### src/lslp_pkg.sv
// Shared types, widths and helpers of the least-squares line predictor.
package lslp_pkg;

    localparam int MAX_SAMPLES = 64;
    localparam int COUNT_W     = $clog2(MAX_SAMPLES + 1);
    localparam int ID_W        = 10;
    localparam int COORD_W     = 16;
    localparam int PRED_W      = 18;

    localparam int ID_SUM_W = 16;
    localparam int ID_SQ_W  = 26;
    localparam int C_SUM_W  = 22;
    localparam int C_ID_W   = 32;

    // Solver widths.
    localparam int DEN_W  = COUNT_W + ID_SQ_W;           // n*Sii, den is never negative
    localparam int NA_W   = COUNT_W + C_ID_W;            // n*Sic
    localparam int SC_W   = ID_SUM_W + C_SUM_W;          // Si*Sc
    localparam int A_W    = NA_W + 1;                    // slope numerator, signed
    localparam int BP_W   = C_SUM_W + ID_SQ_W;           // Sc*Sii
    localparam int SIC_W  = ID_SUM_W + C_ID_W;           // Si*Sic
    localparam int B_W    = BP_W + 1;                    // intercept numerator, signed
    localparam int AQ_W   = A_W + ID_W + 1;              // slope numerator times q
    localparam int NUM_W  = AQ_W + 2;                    // full numerator, signed
    localparam int DVD_W  = NUM_W;                       // rounded magnitude, unsigned
    localparam int DCNT_W = $clog2(DVD_W + 1);

    localparam int QUEUE_DEPTH = 4;
    localparam int QPTR_W      = $clog2(QUEUE_DEPTH);
    localparam int QLVL_W      = $clog2(QUEUE_DEPTH + 1);

    localparam logic [1:0] OP_ADD   = 2'd0;
    localparam logic [1:0] OP_QUERY = 2'd1;
    localparam logic [1:0] OP_CLEAR = 2'd2;

    typedef enum logic [1:0] {
        KIND_ADD,
        KIND_QUERY,
        KIND_CLEAR
    } kind_t;

    typedef struct packed {
        kind_t              kind;
        logic [ID_W-1:0]    id;
        logic [COORD_W-1:0] x;
        logic [COORD_W-1:0] y;
    } entry_t;

    typedef enum logic [2:0] {
        ST_IDLE,
        ST_PROD,
        ST_DIFF,
        ST_SCALE,
        ST_SUM,
        ST_DIV_X,
        ST_DIV_Y,
        ST_OUT
    } back_state_t;

    typedef struct packed {
        logic [COUNT_W-1:0] count;
        logic               busy;
    } back_status_t;

    localparam logic [DVD_W-1:0] POS_LIMIT = DVD_W'(2 ** (PRED_W - 1) - 1);
    localparam logic [DVD_W-1:0] NEG_LIMIT = DVD_W'(2 ** (PRED_W - 1));

    // Apply the sign to a rounded magnitude and clamp to the signed result range.
    function automatic logic [PRED_W-1:0] sat_pred(input logic [DVD_W-1:0] mag,
                                                   input logic neg);
        logic [PRED_W-1:0] res;
        if (neg) begin
            if (mag > NEG_LIMIT) begin
                res = NEG_LIMIT[PRED_W-1:0];
            end
            else begin
                res = PRED_W'(~mag + 1'b1);
            end
        end
        else begin
            if (mag > POS_LIMIT) begin
                res = POS_LIMIT[PRED_W-1:0];
            end
            else begin
                res = mag[PRED_W-1:0];
            end
        end
        return res;
    endfunction

endpackage

### src/lslp_front.sv
// Front end: decodes incoming beats and forwards the useful ones to the queue.
module lslp_front (
    input  logic                    in_valid,
    output logic                    in_ready,
    input  logic [55:0]             in_data,
    input  logic [2:0]              in_user,
    input  logic                    queue_full,
    output logic                    push,
    output lslp_pkg::entry_t        push_entry
);
    import lslp_pkg::*;

    logic [1:0] op;
    logic       point_valid;
    logic       keep;

    assign op          = in_user[1:0];
    assign point_valid = in_user[2];
    assign in_ready    = !queue_full;

    // Invalid samples and the unused opcode never reach the back end.
    always_comb
    begin
        keep            = 1'b0;
        push_entry.kind = KIND_ADD;
        push_entry.id   = in_data[9:0];
        push_entry.x    = in_data[25:10];
        push_entry.y    = in_data[41:26];
        case (op)
            OP_ADD:
            begin
                keep = point_valid;
            end
            OP_QUERY:
            begin
                keep            = 1'b1;
                push_entry.kind = KIND_QUERY;
                push_entry.id   = in_data[51:42];
            end
            OP_CLEAR:
            begin
                keep            = 1'b1;
                push_entry.kind = KIND_CLEAR;
            end
            default:
            begin
                keep = 1'b0;
            end
        endcase
    end

    assign push = in_valid && !queue_full && keep;

endmodule

### config.mk
export PLATFORM = sky130hd
export DESIGN_NAME = lslp_front
export DESIGN_NICKNAME = d
export VERILOG_FILES = /design/src/lslp_pkg.sv /design/src/lslp_front.sv
export SDC_FILE = /design/constraint.sdc
export NUM_CORES = 1
export LEC_CHECK = 0
export BUFFER_PORTS_ARGS = -buffer_cell sky130_fd_sc_hd__buf_2
export CELL_PAD_IN_SITES_DETAIL_PLACEMENT = 0
export CELL_PAD_IN_SITES_GLOBAL_PLACEMENT = 2
export CORE_ASPECT_RATIO = 0.5
export CORE_MARGIN = 2
export CORE_UTILIZATION = 10
export DETAILED_ROUTE_END_ITERATION = 16
export PLACE_DENSITY_LB_ADDON = 0.1
export SETUP_SLACK_MARGIN = 0.02
export SYNTH_ARGS = -nofsm -noshare
export SYNTH_HDL_FRONTEND = slang
export SYNTH_SLANG_ARGS = --single-unit
export TNS_END_PERCENT = 50
### constraint.sdc
create_clock -name vclk -period 1.05
set_input_delay 0.0525 -clock vclk [all_inputs]
set_output_delay 0.0525 -clock vclk [all_outputs]
set_load 0.005 [all_outputs]
==> impl_metrics.yaml <==
run_status:
  status: "completed"
layout:
  layout.nets: 129
  fin_cells: 128
  seq_cell_count: 0
  drive_gt1_frac: 0.9355
  clkbuf_count: 0
  n_antenna_cell: 0
  final_util: 0.1386
  seq_area_um2: 0
  areaGrowthSynthToFinish_pct: 30.45
synth:
  syn_inst: 52
  syn_area_um2: 476.7
  yosys_warnings: 0
  synth_compound_area_frac: 0.01050
  synthSimpleGateAreaFrac: 0.01837
  synth_top_family_by_area: "buffers and inverters"
  avgSynthCellArea_um2: 9.167
  yosysUniqueCellTypes: 7
  synth_xor_area_frac: 0
  muxShareOfSynthArea: 0.3150
  syn_nets: 117
  synthAdderAreaFrac: 0.1050
  seq_area_frac_synth: 0
sta:
  final_hold_viol_count: 0
  slew_viol_final: 0
  fin_crit_ps: 994.7
  worstMarginPinSlew_ps: 187.5
  timing.final.crit_share: 0.9474
  max_freq_ghz: 1.005
  finalSetupViolCount: 0
  slew_headroom: 0.8747
  rsz0062_at_grt: "false"
  post-route-worst-setup-slack_ps: 55.28
worst_setup_path:
  critPathLaunch: "in_user[1]"
  cp-start-kind: "input pin"
  end_kind: "primary output"
  path_class: "in -> out"
  arrival_ps: 940
  cp.required_ps: 1000
  cp_max_fo: 5
global_routing:
  grt_pass1_vias: 344
  track_usage: 0.04248
  antenna_found_initial: 0
  grt_max_degree: 12
  gr-total-overflow: 0
  grt_first_pass_wirelength_um: 1828
hold_path:
  worstHoldPathType: "in -> out"
  hold_start: "in_data[18]"
job:
  max_cap_viol_count: 0
die:
  core_um2: 4488
  rows: 17
  initial_core_util: 0.1062
  io_pins: 107
  fp.dieW_um: 101.6
  fp.dieH_um: 52.82
  floorplan.die_area_um2: 5369
power_and_ir_drop:
  vdd_drop_max_v: 0.00007532
  pwr_density_cell_nw_per_um2: 352.1
  leakagePower_nw: 0.3192
  total_power_mw: 0.2190
clock_network:
  post_cts_buffers: 0
  holdBufCountCts: 0
routing:
  totalWireLength_um: 1394
  first_iter_violations: 2
  drc: 0
  first_pass_iters: 2
  wire_per_inst_um: 10.89
  final_antenna_net_count: 0
  via_per_inst: 2.617
  vias: 335
place:
  routabilityCongestion: 0.6040
  dp_cells: 127
  place_ws_ps: -34.33
  io_buffer_count: 39
metrics by stage:
| stage | setup TNS, ps | hold slack, ps | area (um2) |
|---|---|---|---|
| 2_1_floorplan | 0 | 131.5 | 476.7 |
| 3_3_place_gp | -278.6 | 105.0 | 538.0 |
| 3_5_place_dp | -297.8 | 105.0 | 538.0 |
| 4_1_cts | 0 | 105.0 | 556.8 |
| 5_1_grt | 0 | 105.0 | 621.8 |
| 6_report | 0 | 105.0 | 621.8 |
logic make-up after synthesis:
kind of cell | count (synthesis)
AND/OR/NAND/NOR | 1
multiplexers | 10
buffers and inverters | 36
AO/OA/AOI/OAI | 1
adder cells (fa/ha/maj) | 4
layer usage:
metal	track usage	wire, um	vias up	part of all wire
met3	0.01467	189	10	0.14
li1	-	-	155	-
met4	0.03153	69	0	0.049
met2	0.08004	702	21	0.50
met5	0	0	-	0
met1	0.03885	433	149	0.31
critical path, stage by stage:
cell       delay (ps)
buf_6             100
inv_4              60
ha_4              160
clkbuf_16         150
mux2_4            300
buf_6             120
synth_stat cells:
cell     instances  area (um2)
buf_6            1       11.26
nor4b_1          1       8.760
inv_1            3       11.26
buf_4           32       240.2
mux2_4          10       150.1
ha_1             4       50.05
a21oi_1          1       5.000
path summary, 6_finish.rpt:
path / end / slack, ps / cells past startpoint
setup / recovery: push_entry[33] / 60 / 6
hold / removal: push_entry[24] / 110 / 0
power breakdown:
part	leakage, nW	switching [mW]	internal, mW
clock network	0	0	0
logic	0.319	0.0729	0.146
registers	0	0	0
total	0.319	0.0729	0.146
layout make-up:
type	count	area (um2)
multi-input combinational	16	245.2
timing repair buffer	43	280.3
tap	66	82.58
fill	528	3866
inverter	3	13.76
what timing repair did:
action                     4_1_cts  5_1_grt
pin swaps                        0        2
gates cloned                     0        1
setup endpoints to repair       11        3
resized for setup                4        9
placed cells by master, fill, tap and decap left out:
| cell type | count |
|---|---|
| a21oi_1 | 1 |
| buf_12 | 1 |
| buf_2 | 35 |
| buf_4 | 2 |
| buf_6 | 4 |
| clkbuf_16 | 1 |
| ha_1 | 2 |
| ha_4 | 2 |
| inv_1 | 1 |
| inv_2 | 1 |
| inv_4 | 1 |
| mux2_4 | 10 |
| nor4b_2 | 1 |
Note: power is estimated with default switching activity, not from simulation.
