==> src/lslp_pkg.sv <==
// Shared types, widths and helpers of the least-squares line predictor.
package lslp_pkg;

    localparam int MAX_SAMPLES = 64;
    localparam int COUNT_W     = $clog2(MAX_SAMPLES + 1);
    localparam int ID_W        = 10;
    localparam int COORD_W     = 16;
    localparam int PRED_W      = 18;

    localparam int ID_SUM_W = 16;
    localparam int ID_SQ_W  = 26;
    localparam int C_SUM_W  = 22;
    localparam int C_ID_W   = 32;

    // Solver widths.
    localparam int DEN_W  = COUNT_W + ID_SQ_W;           // n*Sii, den is never negative
    localparam int NA_W   = COUNT_W + C_ID_W;            // n*Sic
    localparam int SC_W   = ID_SUM_W + C_SUM_W;          // Si*Sc
    localparam int A_W    = NA_W + 1;                    // slope numerator, signed
    localparam int BP_W   = C_SUM_W + ID_SQ_W;           // Sc*Sii
    localparam int SIC_W  = ID_SUM_W + C_ID_W;           // Si*Sic
    localparam int B_W    = BP_W + 1;                    // intercept numerator, signed
    localparam int AQ_W   = A_W + ID_W + 1;              // slope numerator times q
    localparam int NUM_W  = AQ_W + 2;                    // full numerator, signed
    localparam int DVD_W  = NUM_W;                       // rounded magnitude, unsigned
    localparam int DCNT_W = $clog2(DVD_W + 1);

    localparam int QUEUE_DEPTH = 4;
    localparam int QPTR_W      = $clog2(QUEUE_DEPTH);
    localparam int QLVL_W      = $clog2(QUEUE_DEPTH + 1);

    localparam logic [1:0] OP_ADD   = 2'd0;
    localparam logic [1:0] OP_QUERY = 2'd1;
    localparam logic [1:0] OP_CLEAR = 2'd2;

    typedef enum logic [1:0] {
        KIND_ADD,
        KIND_QUERY,
        KIND_CLEAR
    } kind_t;

    typedef struct packed {
        kind_t              kind;
        logic [ID_W-1:0]    id;
        logic [COORD_W-1:0] x;
        logic [COORD_W-1:0] y;
    } entry_t;

    typedef enum logic [2:0] {
        ST_IDLE,
        ST_PROD,
        ST_DIFF,
        ST_SCALE,
        ST_SUM,
        ST_DIV_X,
        ST_DIV_Y,
        ST_OUT
    } back_state_t;

    typedef struct packed {
        logic [COUNT_W-1:0] count;
        logic               busy;
    } back_status_t;

    localparam logic [DVD_W-1:0] POS_LIMIT = DVD_W'(2 ** (PRED_W - 1) - 1);
    localparam logic [DVD_W-1:0] NEG_LIMIT = DVD_W'(2 ** (PRED_W - 1));

    // Apply the sign to a rounded magnitude and clamp to the signed result range.
    function automatic logic [PRED_W-1:0] sat_pred(input logic [DVD_W-1:0] mag,
                                                   input logic neg);
        logic [PRED_W-1:0] res;
        if (neg) begin
            if (mag > NEG_LIMIT) begin
                res = NEG_LIMIT[PRED_W-1:0];
            end
            else begin
                res = PRED_W'(~mag + 1'b1);
            end
        end
        else begin
            if (mag > POS_LIMIT) begin
                res = POS_LIMIT[PRED_W-1:0];
            end
            else begin
                res = mag[PRED_W-1:0];
            end
        end
        return res;
    endfunction

endpackage

==> src/lslp_queue.sv <==
// Short queue of decoded items between the front end and the back end.
module lslp_queue (
    input  logic                         clk,
    input  logic                         rst_n,
    input  logic                         push,
    input  lslp_pkg::entry_t             push_entry,
    output logic                         full,
    input  logic                         pop,
    output lslp_pkg::entry_t             head,
    output logic                         empty,
    output logic [lslp_pkg::QLVL_W-1:0]  level
);
    import lslp_pkg::*;

    entry_t              mem [QUEUE_DEPTH];
    logic [QPTR_W-1:0]   wr_ptr_reg;
    logic [QPTR_W-1:0]   rd_ptr_reg;
    logic [QLVL_W-1:0]   level_reg;
    logic                do_push;
    logic                do_pop;

    assign full    = (level_reg == QLVL_W'(QUEUE_DEPTH));
    assign empty   = (level_reg == '0);
    assign level   = level_reg;
    assign head    = mem[rd_ptr_reg];
    assign do_push = push && !full;
    assign do_pop  = pop && !empty;

    always_ff @(posedge clk)
    begin
        if (do_push)
        begin
            mem[wr_ptr_reg] <= push_entry;
        end
    end

    always_ff @(posedge clk or negedge rst_n)
    begin
        if (!rst_n)
        begin
            wr_ptr_reg <= '0;
            rd_ptr_reg <= '0;
            level_reg  <= '0;
        end
        else
        begin
            if (do_push)
            begin
                wr_ptr_reg <= wr_ptr_reg + 1'b1;
            end
            if (do_pop)
            begin
                rd_ptr_reg <= rd_ptr_reg + 1'b1;
            end
            if (do_push && !do_pop)
            begin
                level_reg <= level_reg + 1'b1;
            end
            else if (do_pop && !do_push)
            begin
                level_reg <= level_reg - 1'b1;
            end
        end
    end

endmodule

==> config.mk <==
export PLATFORM = sky130hd
export DESIGN_NAME = lslp_queue
export DESIGN_NICKNAME = d
export VERILOG_FILES = /design/src/lslp_pkg.sv /design/src/lslp_queue.sv
export SDC_FILE = /design/constraint.sdc
export NUM_CORES = 1
export LEC_CHECK = 0
export BUFFER_PORTS_ARGS = -buffer_cell sky130_fd_sc_hd__clkbuf_2
export CAP_MARGIN = 25
export CORE_UTILIZATION = 61
export CTS_CLUSTER_DIAMETER = 60
export DETAILED_ROUTE_END_ITERATION = 16
export GPL_TIMING_DRIVEN = 1
export PLACE_DENSITY = 0.84
export SYNTH_ARGS = -nofsm -noshare
export SYNTH_HDL_FRONTEND = slang
export SYNTH_SLANG_ARGS = --single-unit
==> constraint.sdc <==
create_clock -name clk -period 4.4 [get_ports clk]
set_clock_uncertainty 0.15 [all_clocks]
set_input_delay 0.66 -clock clk [delete_from_list [all_inputs] [get_ports clk]]
set_output_delay 0.66 -clock clk [all_outputs]
set_load 0.01 [all_outputs]
==> out/qor.yml, run 1 <==
outcome: "completed"
synthesis.nets: 320
crit_buf_inv: 1
drtIter0Drc: 157
top_usage_layer: "met2"
met3_usage_pct: 6.235
worst_r2r_path_depth: 4
postCtsSetupBuffers: 0
reg2reg_from: "level[2]$_DFFE_PN0P_"
arrival_ps: 2380
cts_sinks: 183
place_area_um2: 7448
synthTopCellsByArea: "edfxtp_1 (77%), mux4_2 (13%), dfrtp_1 (2.6%)"
fin_util_pct: 73.64
fmax_ghz: 0.3134
power_leakage_nw: 2.836
cp_top_family: "flip-flops"
final_cell_mix: "edfxtp_1 (176), clkbuf_2 (96), mux4_2 (38)"
wl_per_cell_um: 22.04
synthFlopType: "edfxtp_1"
area_growth_syn_to_layout_pct: 17.32
wirelength_um: 11680
cap_violations: 0
finalHoldViolations: 0
synth_edf_count: 176
grt_start_max_net_pins: 47
holdCritPathClass: "in -> reg"
num_vias: 3064
critPathLaunchType: "flop"
clkLatencyLatePin_ps: 520
clk_path_buf_depth: 2
grt_antenna_before_repair: 0
ys_seq_area_share_pct: 79.90
crit_cells: 2
finalMaxSlewViolations: 0
cp.required_ps: 3590
core_um2: 10890
setup_ws_ps: 1209
synthArstFlopShare_pct: 3.825
path_cells: "mux4_1, clkbuf_2"
ys_ff_latch: 183
yosysUniqueCellTypes: 21
drc: 0
synth_area_per_cell_um2: 25.69
cts_made_buffers: 17
htreeDepth: 4
core.rowCount: 38
critical_path.max_stage_delay_ps: 1020
synth_top_area_share_pct: 77.33
cts_tree: "yes"
ir_drop_uv: 424.8
die_w_um: 107.8
syn-cell-area_um2: 6834
min_period_ps: 3191
die_y_um: 107.8
pre_cts_slack_ps: 1558
setup_tns_ps: 0
min-delay-start: "push_entry[39]"
rsz0062_at_grt: "no"
vias_per_cell: 5.781
grt_pass1_vias: 3233
end_kind: "output pin"
dieArea_um2: 11630
clk_pin_slew_ps: 60
firstDrtPassIters: 4
grt_first_pass_wirelength_um: 17640
finalCritPeriodShare_pct: 72.51
post_cts_resized: 0
relSlewSlack_pct: 41.15
grt_usage_pct: 22.18
ys.warnings.count: 0
setup_viol: 0
grt_overflow: 0
grt.met1_usage_pct: 29.33
power_density_nw_per_um2: 677.1
use_met2_pct: 35.49
critPathLaunch: "rd_ptr_reg[0]$_DFFE_PN0P_"
start_util_pct: 62.77
final_common_cell: "edfxtp_1"
crit_fanout: 46
path_class: "reg -> out"
largest_register_ffs: 176
crit_path_top_delay_cell: "dfrtp_4"
synth_top_cell_by_area: "edfxtp_1"
io_pins: 97
dp_hpwl_um: 6936
postLayoutCellArea_um2: 8018
insertedDiodeCount: 0
synth_cells: 266
worst_pin_slew_ps: 882.7
antenna_left: 0
root_buffer: "clkbuf_8"
final_nets: 431
routabilityCongestion: 0.6914
holdPathStages: 1
port-buffer-count: 96
layout-drive-gt1-share_pct: 45.13
==> final cells by class <==
type                    count  area (µm²)
multi-input cells          68        1242
flip-flops and latches    183        5465
clock inverters             9       102.6
inverters                   4       15.01
fillers                   589        2870
clock buffers              23       456.7
repair buffers            103       560.5
well taps                 140       175.2
==> final timing paths <==
check | to | slack (ps)
setup / recovery | head[39] | 1210
hold / removal | mem[2][39]$_DFFE_PP_ | 200
setup reg to reg | mem[1][31]$_DFFE_PP_ | 1750
hold reg to reg | level[2]$_DFFE_PN0P_ | 380
max in group asynchronous | rd_ptr_reg[0]$_DFFE_PN0P_ | 3540
min in group asynchronous | level[1]$_DFFE_PN0P_ | 370
==> cell families after synthesis <==
kind of cell,Yosys count,synth area share [%]
flops,183,79.90
fa+ha+maj,6,1.208
xor+xnor,6,0.7689
simple gates,10,0.9153
buf+inv,15,1.996
mux,46,15.21
==> through the flow <==
stage | std cells | power [mW] | hold WS (ps)
floorplan | 266 | 3.558 | 214.4
global placement | 495 | 3.988 | 340.5
detailed placement | 497 | 4.065 | 358.1
CTS | 530 | 5.491 | 171.7
global route | 530 | 5.673 | 181.7
finish | 530 | 5.429 | 202.3
==> synthesized netlist by cell type, types with 2 or more instances <==
master,count
xnor2_1,4
ha_1,5
buf_2,6
inv_1,4
mux4_2,38
buf_12,4
edfxtp_1,176
dfrtp_1,7
mux4_1,6
and2_1,4
xor2_1,2
==> worst register-to-register path, stage by stage, from the launching register on <==
cell and delay, ps:
dfrtp_1 410, nor3b_2 180, nor2b_1 450, and2_2 670, buf_4 450
==> layer usage <==
layer  wire length [µm]  vias up
met4                124        0
li1                   -     1349
met2               6113       99
met3                539       13
met1               4903     1603
met5                  0        -
==> power breakdown <==
part | total, mW | leakage (nW) | internal [mW] | switching, mW
Sequential | 2.56 | 1.69 | 2.31 | 0.246
Clock | 1.42 | 0.269 | 0.834 | 0.581
Combinational | 1.45 | 0.875 | 0.733 | 0.721
Total | 5.43 | 2.84 | 3.88 | 1.55
==> what timing repair did <==
action	4_1_cts	5_1_grt
hold buffers	1	0
endpoints found under the setup margin	0	0
hold endpoints to repair	7	0
No activity file was read; power rests on OpenSTA's default activity.
==> run 2: changes to the inputs <==
--- a/config.mk
+++ b/config.mk
@@ -7,11 +7,11 @@
 export LEC_CHECK = 0
 export BUFFER_PORTS_ARGS = -buffer_cell sky130_fd_sc_hd__clkbuf_2
 export CAP_MARGIN = 25
-export CORE_UTILIZATION = 61
+export CORE_UTILIZATION = 51
 export CTS_CLUSTER_DIAMETER = 60
 export DETAILED_ROUTE_END_ITERATION = 16
 export GPL_TIMING_DRIVEN = 1
-export PLACE_DENSITY = 0.84
+export PLACE_DENSITY = 0.75
 export SYNTH_ARGS = -nofsm -noshare
 export SYNTH_HDL_FRONTEND = slang
 export SYNTH_SLANG_ARGS = --single-unit
==> constraint.sdc (replaced) <==
create_clock -name clk -period 2.6 [get_ports clk]
set_clock_uncertainty 0.15 [all_clocks]
set_input_delay 0.39 -clock clk [delete_from_list [all_inputs] [get_ports clk]]
set_output_delay 0.39 -clock clk [all_outputs]
set_load 0.01 [all_outputs]
==> run 2 against run 1 <==
Against the previous run:
- via count decreased by 0.95%
- design area is 1.2% higher
- combinational power rose by 93%
- count of clock-buffer cells in the layout shrank 5
- register-to-register slack got worse by 1500 ps
- final cell count grew 7.4%
- worst hold slack lost 160 ps
- routed wire length down 5.9%
- first-iteration DRC count up 28%
==> out/qor.yml, run 2 (synthesis results as in run 1) <==
clkLatencyLatePin_ps: 420  # -100 ps
setup_ws_ps: 109.2  # -1100 ps
drc: 0  # unchanged
holdCritPathClass: "in -> reg"
path_cells: "buf_4, mux4_1, clkbuf_2"
core_um2: 12820  # +18%
postCtsSetupBuffers: 0  # unchanged
rsz0062_at_grt: "no"
grt_usage_pct: 17.46  # -4.7 points
worst_pin_slew_ps: 413.2  # -469.6 ps
place_area_um2: 7606  # +2.1%
finalMaxSlewViolations: 0  # unchanged
area_growth_syn_to_layout_pct: 18.67
vias_per_cell: 5.334  # -7.7%
postLayoutCellArea_um2: 8110  # +1.2%
setup_tns_ps: 0  # unchanged
routabilityCongestion: 0.6822  # -1.3%
io_pins: 97  # unchanged
grt_start_max_net_pins: 36  # -23%
dieArea_um2: 13870  # +19%
root_buffer: "clkbuf_16"
relSlewSlack_pct: 72.46  # +31 points
arrival_ps: 1950  # -430 ps
antenna_left: 0  # unchanged
cp.required_ps: 2060  # -1530 ps
clk_pin_slew_ps: 60  # about the same
critical_path.max_stage_delay_ps: 590  # -430 ps
final_nets: 440  # +2.1%
path_class: "reg -> out"
finalHoldViolations: 0  # unchanged
fmax_ghz: 0.4015
layout-drive-gt1-share_pct: 45.84  # +0.72 points
critPathLaunchType: "flop"
die_y_um: 117.8  # +9.2%
firstDrtPassIters: 4  # unchanged
crit_fanout: 9  # -80%
grt_first_pass_wirelength_um: 17490  # -0.82%
wirelength_um: 10990  # -5.9%
crit_path_top_delay_cell: "mux4_1"
die_w_um: 117.8  # +9.2%
grt_antenna_before_repair: 0  # unchanged
end_kind: "output pin"
cap_violations: 0  # unchanged
drtIter0Drc: 201  # +28%
worst_hold_slack_ps: 37.65  # -164.6 ps
finalCritPeriodShare_pct: 95.80
post_cts_resized: 0  # unchanged
clk_path_buf_depth: 2  # unchanged
final_common_cell: "edfxtp_1"
power_density_nw_per_um2: 1118  # +65%
wl_per_cell_um: 19.31  # -12%
pre_cts_slack_ps: 263.1  # -1295 ps
largest_register_ffs: 176  # unchanged
start_util_pct: 53.29  # -9.5 points
cts_tree: "yes"
num_vias: 3035  # -0.95%
final_cell_mix: "edfxtp_1 (176), clkbuf_2 (96), mux4_2 (38)"
min_period_ps: 2491
setup_viol: 0  # unchanged
core.rowCount: 41  # +7.9%
port-buffer-count: 96  # unchanged
grt_pass1_vias: 3286  # +1.6%
outcome: "completed"
grt_overflow: 0  # unchanged
cts_made_buffers: 17  # unchanged
dp_hpwl_um: 6991  # +0.79%
insertedDiodeCount: 0  # unchanged
ir_drop_uv: 595.9  # +40%
cts_sinks: 183  # unchanged
htreeDepth: 4  # unchanged
power_leakage_nw: 2.862  # +0.90%
## run 2: cell types whose count changed in the layout (fill, tap and decap cells not counted), sizes merged
cell      before  now
buf            6   15
bufinv         2    0
clkbuf       119  114
clkinv         5    9
clkinvlp       2    3
## run 2: cell type report
type / count / area (µm²)
tap: 172 / 215.2
timing repair buffer: 112 / 678.2
multi-input combinational: 68 / 1242
clock buffer: 18 / 429.2
fill: 915 / 4715
sequential: 183 / 5465
clock inverter: 12 / 65.06
inverter: 4 / 15.01
## run 2: what timing repair did
action / CTS / global route
hold buffers: 1 / 0
hold endpoints to repair: 7 / 0
endpoints found under the setup margin: 0 / 0
## run 2: worst max-delay path, delay by kind of cell (launching register included)
family   cells  cell delay, ps
buf+inv      2             410
mux          1             590
flops        1             530
## run 2: power by group
group          total (mW)  switching [mW]  internal, mW  leakage, nW
registers            4.11           0.202          3.91         1.69
clock network        2.16           0.972          1.19        0.235
logic                2.80            1.43          1.37        0.935
## run 2: worst paths after layout
check / endpoint / from / cells past startpoint / slack, ps
hold reg to reg: wr_ptr_reg[1]$_DFFE_PN0P_ / wr_ptr_reg[1]$_DFFE_PN0P_ / 1 / 430
hold / removal: mem[1][25]$_DFFE_PP_ / push_entry[25] / 1 / 40
max in group asynchronous: rd_ptr_reg[0]$_DFFE_PN0P_ / rst_n / 2 / 1910
setup reg to reg: level[2]$_DFFE_PN0P_ / level[0]$_DFFE_PN0P_ / 8 / 230
min in group asynchronous: level[0]$_DFFE_PN0P_ / rst_n / 2 / 200
setup / recovery: head[39] / rd_ptr_reg[0]$_DFFE_PN0P_ / 3 / 110
## run 2: stage by stage
step	util (%)	power, mW	std cells
detailed placement	59.31	7.049	538
CTS	63.24	9.212	569
floorplan	-	6.021	266
global placement	59.31	6.983	538
finish	63.24	9.067	569
global route	63.24	9.512	569
## run 2: metal layers
layer	global-route usage [%]	wire length, µm	vias up
met2	28.24	5645	80
met1	21.52	4526	1563
li1	-	-	1373
met3	5.669	593	19
met4	7.933	225	0
met5	0	0	-
==> run 3: changes to the inputs <==
--- a/config.mk
+++ b/config.mk
@@ -7,11 +7,13 @@
 export LEC_CHECK = 0
 export BUFFER_PORTS_ARGS = -buffer_cell sky130_fd_sc_hd__clkbuf_2
 export CAP_MARGIN = 25
-export CORE_UTILIZATION = 51
+export CORE_UTILIZATION = 53
+export CTS_BUF_LIST = sky130_fd_sc_hd__clkbuf_4 sky130_fd_sc_hd__clkbuf_8
 export CTS_CLUSTER_DIAMETER = 60
 export DETAILED_ROUTE_END_ITERATION = 16
 export GPL_TIMING_DRIVEN = 1
-export PLACE_DENSITY = 0.75
+export PLACE_DENSITY = 0.78
 export SYNTH_ARGS = -nofsm -noshare
 export SYNTH_HDL_FRONTEND = slang
 export SYNTH_SLANG_ARGS = --single-unit
+export TNS_END_PERCENT = 10
==> run 3 against run 2 <==
Against the previous run:
- clock power about the same
- critical path depth unchanged
- sequential share of layout area down 2.5 points
- flip-flop and latch count unchanged
- routed wire length up 0.68%
- register-to-register slack about the same
- via count up 5.1%
- critical path type unchanged
==> out/qor.yml, run 3 (synthesis results as in run 1) <==
outcome: "completed"
io_pins: 97  # unchanged
postLayoutCellArea_um2: 8427  # +3.9%
fmax_ghz: 0.4006  # -0.21%
firstDrtPassIters: 6  # +2
die_y_um: 115.6  # -1.9%
antenna_left: 0  # unchanged
relSlewSlack_pct: 81.78  # +9.3 points
finalMaxSlewViolations: 0  # unchanged
min_period_ps: 2496  # +5.266 ps
grt_first_pass_wirelength_um: 17220  # -1.5%
area_growth_syn_to_layout_pct: 23.31
postCtsSetupBuffers: 0  # unchanged
vias_per_cell: 5.289  # -0.85%
final_cell_mix: "edfxtp_1 (176), clkbuf_2 (96), mux4_2 (38)"
grt_pass1_vias: 3231  # -1.7%
finalCritPeriodShare_pct: 96.00  # +0.20 points
finalHoldViolations: 0  # unchanged
reg2reg_from: "level[0]$_DFFE_PN0P_"
routabilityCongestion: 0.6845  # +0.34%
core.rowCount: 41  # unchanged
path_class: "reg -> out"
insertedDiodeCount: 0  # unchanged
power_mw: 9.111  # +0.48%
dieArea_um2: 13350  # -3.7%
min-delay-start: "push_entry[20]"
wl_per_cell_um: 18.35  # -5.0%
power_density_nw_per_um2: 1081  # -3.3%
grt.met1_usage_pct: 23.87  # +2.3 points
cts_sinks: 183  # unchanged
grt_start_max_net_pins: 39  # +8.3%
largest_register_ffs: 176  # unchanged
end_kind: "output pin"
final_common_cell: "edfxtp_1"
worst_pin_slew_ps: 273.3  # -139.8 ps
num_vias: 3189  # +5.1%
post_cts_resized: 0  # unchanged
grt_antenna_before_repair: 0  # unchanged
arrival_ps: 1960  # about the same
pre_cts_slack_ps: 221.7  # -41.39 ps
clk_pin_slew_ps: 80  # +20 ps
crit_fanout: 19  # +10
place_area_um2: 7584  # -0.30%
die_w_um: 115.6  # -1.9%
rsz0062_at_grt: "no"
core_um2: 12620  # -1.6%
power_leakage_nw: 3.008  # +5.1%
critPathLaunch: "rd_ptr_reg[0]$_DFFE_PN0P_"
drc: 0  # unchanged
root_buffer: "clkbuf_8"
setup_ws_ps: 104.0  # -5.266 ps
wirelength_um: 11060  # +0.68%
cts_made_buffers: 17  # unchanged
drtIter0Drc: 250  # +24%
top_usage_layer: "met2"
dp_hpwl_um: 6606  # -5.5%
clk_path_buf_depth: 2  # unchanged
cp.required_ps: 2060  # about the same
start_util_pct: 54.15  # +0.87 points
ir_drop_uv: 735.2  # +23%
cap_violations: 0  # unchanged
layout-drive-gt1-share_pct: 43.39  # -2.5 points
grt_overflow: 0  # unchanged
hold_buffers: 35  # +34
final_nets: 472  # +7.3%
htreeDepth: 4  # unchanged
use_met2_pct: 29.70  # +1.5 points
critPathLaunchType: "flop"
setup_tns_ps: 0  # unchanged
met3_usage_pct: 4.864  # -0.80 points
setup_viol: 0  # unchanged
cts_tree: "yes"
grt_usage_pct: 18.22  # +0.77 points
port-buffer-count: 96  # unchanged
clkLatencyLatePin_ps: 440  # +20 ps
holdCritPathClass: "in -> reg"
run 3: metrics by stage:
stage	std cells	util, %	hold slack [ps]
detailed placement	535	60.09	94.17
CTS	602	66.70	0.9497
global placement	535	60.09	80.62
floorplan	266	-	-55.59
finish	603	66.78	26.54
global route	603	66.78	3.050
run 3: critical path: stages (launching register included):
cell	delay (ps)
dfrtp_4	590
buf_12	240
mux4_2	530
clkbuf_2	140
run 3: path summary, 6_finish.rpt:
kind / to / slack [ps] / cells after the start
setup reg to reg: level[2]$_DFFE_PN0P_ / 220 / 8
min in group asynchronous: level[2]$_DFFE_PN0P_ / 160 / 2
max in group asynchronous: rd_ptr_reg[0]$_DFFE_PN0P_ / 1940 / 2
hold / removal: mem[2][20]$_DFFE_PP_ / 30 / 1
hold reg to reg: level[2]$_DFFE_PN0P_ / 410 / 1
setup / recovery: head[3] / 100 / 3
run 3: metal layers:
metal / wire, µm / share of wire (%)
met1: 4787 / 43
met2: 5636 / 51
met3: 522 / 4.7
met4: 118 / 1.1
met5: 0 / 0
run 3: where the power goes:
group / internal, mW / switching, mW / total [mW] / leakage, nW
Combinational: 1.38 / 1.40 / 2.78 / 1.07
Sequential: 3.90 / 0.239 / 4.14 / 1.69
Clock: 1.29 / 0.901 / 2.19 / 0.250
Total: 6.57 / 2.54 / 9.11 / 3.01
run 3: layout make-up:
| class | instances | area, µm² |
|---|---|---|
| fillers | 859 | 4193 |
| flip-flops and latches | 183 | 5465 |
| inverters | 4 | 15.01 |
| well taps | 172 | 215.2 |
| clock inverters | 8 | 165.2 |
| repair buffers | 144 | 1006 |
| clock buffers | 24 | 317.8 |
| multi-input cells | 68 | 1242 |
